$ cat config.mk
export PLATFORM = sky130hd
export DESIGN_NAME = sha256_stream_hasher
export DESIGN_NICKNAME = d
export VERILOG_FILES = /design/src/rtl/sha_pkg.sv /design/src/rtl/sha256_stream_hasher.sv /design/src/rtl/sha_datapath.sv /design/src/rtl/sha_control.sv
export VERILOG_INCLUDE_DIRS = /design/src /design/src/rtl
export SDC_FILE = /design/constraint.sdc
export NUM_CORES = 2
export LEC_CHECK = 0
export BUFFER_PORTS_ARGS = -buffer_cell sky130_fd_sc_hd__buf_2
export CORE_UTILIZATION = 45
export CTS_CLUSTER_DIAMETER = 120
export DETAILED_ROUTE_END_ITERATION = 16
export PLACE_DENSITY_LB_ADDON = 0.08
export SETUP_SLACK_MARGIN = 0.1
export SLEW_MARGIN = 0
export SYNTH_ARGS = -nofsm -noshare
export SYNTH_HDL_FRONTEND = slang
export SYNTH_SLANG_ARGS = --single-unit
$ cat constraint.sdc
create_clock -name clk -period 43.1 [get_ports clk]
set_clock_uncertainty 0.05 [all_clocks]
set_input_delay 8.62 -clock clk [delete_from_list [all_inputs] [get_ports clk]]
set_output_delay 8.62 -clock clk [all_outputs]
set_load 0.01 [all_outputs]
$ cat src/rtl/sha256_stream_hasher_defines.svh
// Assertion macros shared by the hasher modules.
`ifndef SHA256_STREAM_HASHER_DEFINES_SVH
`define SHA256_STREAM_HASHER_DEFINES_SVH

`define SHA_ASSERT_IMPL(label, clk, rst, ante, cons) \
  label: assert property (@(posedge clk) disable iff (rst) (ante) |-> (cons)) \
    else $error("assertion failed");

`define SHA_ASSERT_NEXT(label, clk, rst, ante, cons) \
  label: assert property (@(posedge clk) disable iff (rst) (ante) |=> (cons)) \
    else $error("assertion failed");

`endif

$ cat src/rtl/sha_pkg.sv
`timescale 1ns / 1ps
package sha_pkg;

  localparam int unsigned Rounds = 64;

  typedef logic [31:0] word_t;

  typedef struct packed {
    logic load_byte;
    logic load_pad;
    logic load_zero;
    logic load_len;
    logic start;
    logic clear;
  } dp_cmd_t;

  typedef struct packed {
    logic busy;
  } dp_status_t;

  function automatic word_t round_k(input logic [5:0] i);
    word_t k;
    case (i)
      6'd0: k = 32'h428a2f98; 6'd1: k = 32'h71374491; 6'd2: k = 32'hb5c0fbcf;
      6'd3: k = 32'he9b5dba5; 6'd4: k = 32'h3956c25b; 6'd5: k = 32'h59f111f1;
      6'd6: k = 32'h923f82a4; 6'd7: k = 32'hab1c5ed5; 6'd8: k = 32'hd807aa98;
      6'd9: k = 32'h12835b01; 6'd10: k = 32'h243185be; 6'd11: k = 32'h550c7dc3;
      6'd12: k = 32'h72be5d74; 6'd13: k = 32'h80deb1fe; 6'd14: k = 32'h9bdc06a7;
      6'd15: k = 32'hc19bf174; 6'd16: k = 32'he49b69c1; 6'd17: k = 32'hefbe4786;
      6'd18: k = 32'h0fc19dc6; 6'd19: k = 32'h240ca1cc; 6'd20: k = 32'h2de92c6f;
      6'd21: k = 32'h4a7484aa; 6'd22: k = 32'h5cb0a9dc; 6'd23: k = 32'h76f988da;
      6'd24: k = 32'h983e5152; 6'd25: k = 32'ha831c66d; 6'd26: k = 32'hb00327c8;
      6'd27: k = 32'hbf597fc7; 6'd28: k = 32'hc6e00bf3; 6'd29: k = 32'hd5a79147;
      6'd30: k = 32'h06ca6351; 6'd31: k = 32'h14292967; 6'd32: k = 32'h27b70a85;
      6'd33: k = 32'h2e1b2138; 6'd34: k = 32'h4d2c6dfc; 6'd35: k = 32'h53380d13;
      6'd36: k = 32'h650a7354; 6'd37: k = 32'h766a0abb; 6'd38: k = 32'h81c2c92e;
      6'd39: k = 32'h92722c85; 6'd40: k = 32'ha2bfe8a1; 6'd41: k = 32'ha81a664b;
      6'd42: k = 32'hc24b8b70; 6'd43: k = 32'hc76c51a3; 6'd44: k = 32'hd192e819;
      6'd45: k = 32'hd6990624; 6'd46: k = 32'hf40e3585; 6'd47: k = 32'h106aa070;
      6'd48: k = 32'h19a4c116; 6'd49: k = 32'h1e376c08; 6'd50: k = 32'h2748774c;
      6'd51: k = 32'h34b0bcb5; 6'd52: k = 32'h391c0cb3; 6'd53: k = 32'h4ed8aa4a;
      6'd54: k = 32'h5b9cca4f; 6'd55: k = 32'h682e6ff3; 6'd56: k = 32'h748f82ee;
      6'd57: k = 32'h78a5636f; 6'd58: k = 32'h84c87814; 6'd59: k = 32'h8cc70208;
      6'd60: k = 32'h90befffa; 6'd61: k = 32'ha4506ceb; 6'd62: k = 32'hbef9a3f7;
      default: k = 32'hc67178f2;
    endcase
    return k;
  endfunction

  function automatic word_t init_hash(input logic [2:0] i);
    word_t h;
    case (i)
      3'd0: h = 32'h6a09e667; 3'd1: h = 32'hbb67ae85; 3'd2: h = 32'h3c6ef372;
      3'd3: h = 32'ha54ff53a; 3'd4: h = 32'h510e527f; 3'd5: h = 32'h9b05688c;
      3'd6: h = 32'h1f83d9ab;
      default: h = 32'h5be0cd19;
    endcase
    return h;
  endfunction

  function automatic word_t ror(input word_t x, input int unsigned n);
    return (x >> n) | (x << (32 - n));
  endfunction

endpackage

$ cat src/rtl/sha256_stream_hasher.sv
`timescale 1ns / 1ps
// Channel | Signals                                     | Direction
// input   | in_valid, in_ready, has_byte, message_byte,  | in
//         | end_of_message                              |
// output  | out_valid, out_ready, digest_word,           | out
//         | word_number, final_word                     |
// Each accepted byte shifts into the schedule; the 64th byte of a block starts the round loop.
// Closing with p pending bytes pads with 0x80, zeros and the length, then runs the round loop,
// or pads across two blocks and runs two round loops when p is 56 or more.
// The four digest words then leave one per accepted output transaction.
// Reset is synchronous and restores the initial hash words and zero length.
// The input is not ready while a block compresses or the digest is pending.
module sha256_stream_hasher (
  input  logic        clk,
  input  logic        rst,
  input  logic        in_valid,
  output logic        in_ready,
  input  logic        has_byte,
  input  logic [7:0]  message_byte,
  input  logic        end_of_message,
  output logic        out_valid,
  input  logic        out_ready,
  output logic [63:0] digest_word,
  output logic [1:0]  word_number,
  output logic        final_word
);

  sha_pkg::dp_cmd_t    cmd;
  sha_pkg::dp_status_t status;
  logic [5:0]   fill;
  logic [255:0] digest;

  sha_control u_ctrl (
    .clk(clk), .rst(rst), .in_valid(in_valid), .in_ready(in_ready),
    .has_byte(has_byte), .end_of_message(end_of_message),
    .out_valid(out_valid), .out_ready(out_ready), .word_number(word_number),
    .cmd(cmd), .status(status), .fill(fill)
  );

  sha_datapath u_dp (
    .clk(clk), .rst(rst), .cmd(cmd), .byte_in(message_byte),
    .status(status), .fill(fill), .digest(digest)
  );

  assign digest_word = digest[255 - 64 * word_number -: 64];
  assign final_word = (word_number == 2'd3);

endmodule

$ cat src/rtl/sha_datapath.sv
`timescale 1ns / 1ps
`include "sha256_stream_hasher_defines.svh"
module sha_datapath (
  input  logic             clk,
  input  logic             rst,
  input  sha_pkg::dp_cmd_t cmd,
  input  logic [7:0]       byte_in,
  output sha_pkg::dp_status_t status,
  output logic [5:0]       fill,
  output logic [255:0]     digest
);

  sha_pkg::word_t w [16];
  sha_pkg::word_t h [8];
  sha_pkg::word_t v [8];
  logic [63:0] message_bits;
  logic [63:0] len_word;
  logic [5:0]  round;
  logic        busy;
  sha_pkg::word_t w_new, w_cur, t1, t2, s0, s1;

  assign len_word = message_bits + {55'd0, fill, 3'd0};
  assign w_cur = w[0];
  assign s0 = sha_pkg::ror(w[1], 7) ^ sha_pkg::ror(w[1], 18) ^ (w[1] >> 3);
  assign s1 = sha_pkg::ror(w[14], 17) ^ sha_pkg::ror(w[14], 19) ^ (w[14] >> 10);
  assign w_new = w[0] + s0 + w[9] + s1;
  assign t1 = v[7] + (sha_pkg::ror(v[4], 6) ^ sha_pkg::ror(v[4], 11) ^ sha_pkg::ror(v[4], 25))
            + ((v[4] & v[5]) ^ (~v[4] & v[6])) + sha_pkg::round_k(round) + w_cur;
  assign t2 = (sha_pkg::ror(v[0], 2) ^ sha_pkg::ror(v[0], 13) ^ sha_pkg::ror(v[0], 22))
            + ((v[0] & v[1]) ^ (v[0] & v[2]) ^ (v[1] & v[2]));
  assign status.busy = busy;

  always_comb begin
    for (int i = 0; i < 8; i++) begin
      digest[255 - 32 * i -: 32] = h[i];
    end
  end

  // The message schedule is a 16-word window; bytes shift in at the low byte of w[15].
  always_ff @(posedge clk) begin
    if (busy) begin
      for (int i = 0; i < 15; i++) begin
        w[i] <= w[i + 1];
      end
      w[15] <= w_new;
    end else if (cmd.load_byte || cmd.load_pad || cmd.load_zero) begin
      for (int i = 0; i < 15; i++) begin
        w[i] <= {w[i][23:0], w[i + 1][31:24]};
      end
      w[15] <= {w[15][23:0], cmd.load_pad ? 8'h80 : (cmd.load_zero ? 8'h00 : byte_in)};
    end else if (cmd.load_len) begin
      for (int i = 0; i < 14; i++) begin
        w[i] <= w[i + 2];
      end
      w[14] <= message_bits[63:32];
      w[15] <= message_bits[31:0];
    end
  end

  always_ff @(posedge clk) begin
    if (rst || cmd.clear) begin
      for (int i = 0; i < 8; i++) begin
        h[i] <= sha_pkg::init_hash(3'(i));
      end
      message_bits <= '0;
      fill <= '0;
      busy <= 1'b0;
      round <= '0;
    end else begin
      if (cmd.load_byte) begin
        fill <= fill + 6'd1;
        if (fill == 6'd63) begin
          message_bits <= message_bits + 64'd512;
        end
      end else if (cmd.load_pad || cmd.load_zero) begin
        fill <= fill + 6'd1;
        if (cmd.load_pad) begin
          message_bits <= len_word;
        end
      end else if (cmd.load_len) begin
        fill <= '0;
      end
      if (cmd.start) begin
        busy <= 1'b1;
        round <= '0;
        for (int i = 0; i < 8; i++) begin
          v[i] <= h[i];
        end
      end else if (busy) begin
        v[7] <= v[6];
        v[6] <= v[5];
        v[5] <= v[4];
        v[4] <= v[3] + t1;
        v[3] <= v[2];
        v[2] <= v[1];
        v[1] <= v[0];
        v[0] <= t1 + t2;
        round <= round + 6'd1;
        if (round == 6'(sha_pkg::Rounds - 1)) begin
          busy <= 1'b0;
          h[0] <= h[0] + t1 + t2;
          h[1] <= h[1] + v[0];
          h[2] <= h[2] + v[1];
          h[3] <= h[3] + v[2];
          h[4] <= h[4] + v[3] + t1;
          h[5] <= h[5] + v[4];
          h[6] <= h[6] + v[5];
          h[7] <= h[7] + v[6];
        end
      end
    end
  end

  `SHA_ASSERT_NEXT(start_sets_busy, clk, rst, cmd.start && !cmd.clear, busy)
  `SHA_ASSERT_IMPL(no_load_busy, clk, rst, busy, !(cmd.load_byte || cmd.load_len))
  `SHA_ASSERT_NEXT(round_advances, clk, rst, busy && round != 6'd63 && !cmd.clear,
                   round == $past(round) + 6'd1)

endmodule

$ cat src/rtl/sha_control.sv
`timescale 1ns / 1ps
`include "sha256_stream_hasher_defines.svh"
module sha_control (
  input  logic                clk,
  input  logic                rst,
  input  logic                in_valid,
  output logic                in_ready,
  input  logic                has_byte,
  input  logic                end_of_message,
  output logic                out_valid,
  input  logic                out_ready,
  output logic [1:0]          word_number,
  output sha_pkg::dp_cmd_t    cmd,
  input  sha_pkg::dp_status_t status,
  input  logic [5:0]          fill
);

  typedef enum logic [6:0] {
    S_IDLE  = 7'b0000001,
    S_WAIT  = 7'b0000010,
    S_PAD   = 7'b0000100,
    S_ZERO  = 7'b0001000,
    S_LEN   = 7'b0010000,
    S_LWAIT = 7'b0100000,
    S_OUT   = 7'b1000000
  } state_t;

  state_t state, state_next;
  logic   last, last_next;
  logic [1:0] word_next;
  logic   take;

  assign in_ready = (state == S_IDLE);
  assign take = in_valid && in_ready;
  assign out_valid = (state == S_OUT);

  always_comb begin
    state_next = state;
    last_next = last;
    word_next = word_number;
    cmd = '0;
    case (state)
      S_IDLE: begin
        if (take) begin
          last_next = end_of_message;
          cmd.load_byte = has_byte;
          if (has_byte && fill == 6'd63) begin
            cmd.start = 1'b1;
            state_next = S_WAIT;
          end else if (end_of_message) begin
            state_next = S_PAD;
          end
        end
      end
      S_WAIT: begin
        if (!status.busy) begin
          state_next = last ? S_PAD : S_IDLE;
        end
      end
      S_PAD: begin
        cmd.load_pad = 1'b1;
        if (fill == 6'd63) begin
          cmd.start = 1'b1;
          state_next = S_LWAIT;
        end else begin
          state_next = S_ZERO;
        end
      end
      S_ZERO: begin
        if (fill == 6'd56) begin
          cmd.load_len = 1'b1;
          cmd.start = 1'b1;
          last_next = 1'b0;
          state_next = S_LWAIT;
        end else begin
          cmd.load_zero = 1'b1;
          if (fill == 6'd63) begin
            cmd.start = 1'b1;
            state_next = S_LWAIT;
          end
        end
      end
      S_LWAIT: begin
        if (!status.busy) begin
          if (fill == 6'd0 && last) begin
            last_next = 1'b0;
            state_next = S_ZERO;
          end else begin
            word_next = '0;
            state_next = S_OUT;
          end
        end
      end
      S_OUT: begin
        if (out_ready) begin
          word_next = word_number + 2'd1;
          if (word_number == 2'd3) begin
            cmd.clear = 1'b1;
            state_next = S_IDLE;
          end
        end
      end
      default: state_next = S_IDLE;
    endcase
  end

  // The length block is marked by last dropping to zero before its final compression.
  always_ff @(posedge clk) begin
    if (rst) begin
      state <= S_IDLE;
      last <= 1'b0;
      word_number <= '0;
    end else begin
      state <= state_next;
      last <= last_next;
      word_number <= word_next;
    end
  end

  `SHA_ASSERT_IMPL(ready_only_idle, clk, rst, in_ready, !status.busy)
  `SHA_ASSERT_IMPL(no_out_busy, clk, rst, out_valid, !status.busy)
  `SHA_ASSERT_NEXT(out_done, clk, rst, out_valid && out_ready && word_number == 2'd3,
                   state == S_IDLE)

endmodule

==> impl_metrics.toml <==
[synthesis]
avgSynthCellArea_um2 = 9.85
synthCells = 8166
yosysWarnings = 0
yosys_register_bits = 1139
synth_top_area_cell = "edfxtp_1"
synth_area_leaders = "edfxtp_1, ha_1, nand2_1"
synth_edf_count = 1024
ys_seq_area_share_pct = 41.1
synthFlopType = "edfxtp_1"
synth_top_area_share_pct = 38.2
synthArstFlopShare_pct = 0
yosysUniqueCellTypes = 85
synth_nets = 8837
syn-cell-area_mm2 = 0.0804

[drt]
wirelength_um = 264000
met1_length_um = 110000
met2_length_um = 127000
routed.top_layer = "met4"
vias = 62100
routedWlPerCell_um = 25.1
drc = 0
antenna_left = 0
via_per_inst = 5.92
drt_iter0_drc = 5269
firstDrtPassIters = 6
routed-wl-met3_um = 13500

[setup_path]
crit_path_top_delay_cell = "a21oi_1"
crit_chain = "buf_2 > nand2_1 > nor4_4 > nor2_1 > a21oi_1 > nor2_1 > buf_4 > nand2_1 > inv_1 > ha_1 > nor2_1 > nand2_1 > a31oi_1 > o21ai_0 > a211oi_1 > a21oi_1"
worst-path-max-fanout = 20
slowest_delay_ns = 0.82
cp.arrival_ns = 13.66
crit_path_end_kind = "flop"
worstPathRequired_ns = 43.74
crit_type = "in -> reg"
startpoint = "in_valid"
worstSetupStartpointType = "input port"

[sta]
period_share_pct = 30.2
timing.hold.ws_ns = 0.434
tightest_slew_ns = 1.37
relSlewSlack_pct = 7.99
finalSetupViolations = 0
layout_min_cycle_time_ns = 13.02
final.setup.tns_ns = 0
drv_slew = 0
final_hold_viol_count = 0
fmax_mhz = 76.8
rsz0062_at_grt = "false"

[placement]
place_hpwl_um = 194000
portBuffers = 82
gp_congestion = 0.946

[pwr]
leakage_uw = 0.0348
vdd_drop_max_v = 0.0000882
power.density_mw_per_mm2 = 61.2
finalPower_uw = 5370

[run]
cap_violations = 0

[min_path]
worstHoldStart = "u_dp.message_bits[51]$_SDFFE_PP0P_"
hp-class = "reg -> reg"

[clock_tree]
h-tree-depth = 4
tritoncts.num_buffers = 144
clockRootBuffer = "clkbuf_16"
clkTransAtPathRegs_ns = 0.06
clockBufferDepth = 3
postCtsSetupBuffers = 0
clock_latency_ns = 0.82
cts_tree = "yes"
cts_resized = 0
postCtsHoldBufs = 0
clock-sinks = 1139

[global_route]
antenna_found_initial = 9
grt_use_total_pct = 28.9
grt_max_degree = 233
grt_pass1_vias = 61000
overflow = 0
grt_pass1_wl_um = 390000

[status]
status = "finished, final reports clean"

[finish]
layout_commonest_cell = "nand2_1"
syn2layout_area_growth_pct = 9.06
drive_above_1_share_pct = 8.68
fin_nets = 8695
layout_common_cells = "nand2_1, edfxtp_1, nor2_1, o21ai_0, inv_1"

[floorplanning]
core_area_mm2 = 0.177
std_cell_rows = 154
die_w_um = 425
start_util_pct = 45.5
die_area_mm2 = 0.180
top_level_ports = 83
dieHeight_um = 425
[metal layers]
layer  up-vias  global-route usage (%)
li1      28900                       -
met1     30800                    37.3
met2      1897                    48.5
met3       443                    3.18
met4         0                    13.7
met5         -                       0
[registers in the layout, summed over array words and instances, names as in the netlist, named ones only]
signal,cells
u_dp.message_bits,61
u_dp.w,512
u_ctrl.state,6
u_ctrl.word_number,2
u_dp.fill,6
u_dp.v,256
u_dp.round,6
u_dp.status,1
u_ctrl.last,1
u_dp.h,256
[path summary, 6_finish.rpt]
| kind | end | slack [ns] | cells after the start |
|---|---|---|---|
| setup / recovery | flop | 30.08 | 16 |
| hold / removal | u_dp.message_bits[51]$_SDFFE_PP0P_ | 0.43 | 2 |
| setup reg to reg | u_dp.h[1][31]$_SDFFCE_PN0P_ | 33.42 | 32 |
| hold reg to reg | u_dp.message_bits[51]$_SDFFE_PP0P_ | 0.43 | 2 |
[cells in the mapped netlist, types with 205 or more instances]
library cell / number
a21oi_1: 399
a22oi_1: 205
fa_1: 228
nand2_1: 1284
inv_1: 483
o21ai_0: 525
edfxtp_1: 1024
xnor2_1: 428
nor2_1: 563
clkbuf_1: 394
ha_1: 429
xor2_1: 226
[through the flow]
step	utilization [%]	cell area (µm²)	instances	setup WS, ns
floorplan	-	80400	8166	22.09
finish	49.6	87700	10500	30.08
detailed placement	46.9	83000	10200	29.29
global placement	46.9	83000	10200	29.34
CTS	49.6	87700	10500	30.15
global route	49.6	87700	10500	29.72
[layout make-up]
cell class              instances  area [µm²]
diodes                         15        37.5
clock buffers                 181        3930
clock inverters                77         772
fillers                     16200       89200
inverters                     485        1820
multi-input cells            6072       43900
flip-flops and latches       1139       33100
well taps                    2340        2930
repair buffers                182        1250
[kinds of logic (layout without fill, tap and decap cells)]
group	after synthesis	in the layout	synth area share, %
mux	467	467	7.12
xor+xnor	655	655	7.15
other cells	0	15	0
fa+ha+maj	688	688	12.7
flops	1139	1139	41.1
buf+inv	955	925	4.52
compound gates	1908	1908	15.0
simple gates	2354	2354	12.4
[report_power, final]
part / internal (µW) / total, µW / switching [µW] / leakage (µW)
logic: 1010 / 2510 / 1500 / 0.0220
clock network: 733 / 1240 / 512 / 0.00229
registers: 1420 / 1610 / 192 / 0.0105
[worst max-delay path: cells and delay by family]
family	cells	cell delay, ns
buffers and inverters	3	0.86
and+or+nand+nor	7	1.94
AOI/OAI and AO/OA	5	1.50
adders and majority gates	1	0.69
No activity file was read; power rests on OpenSTA's default activity.
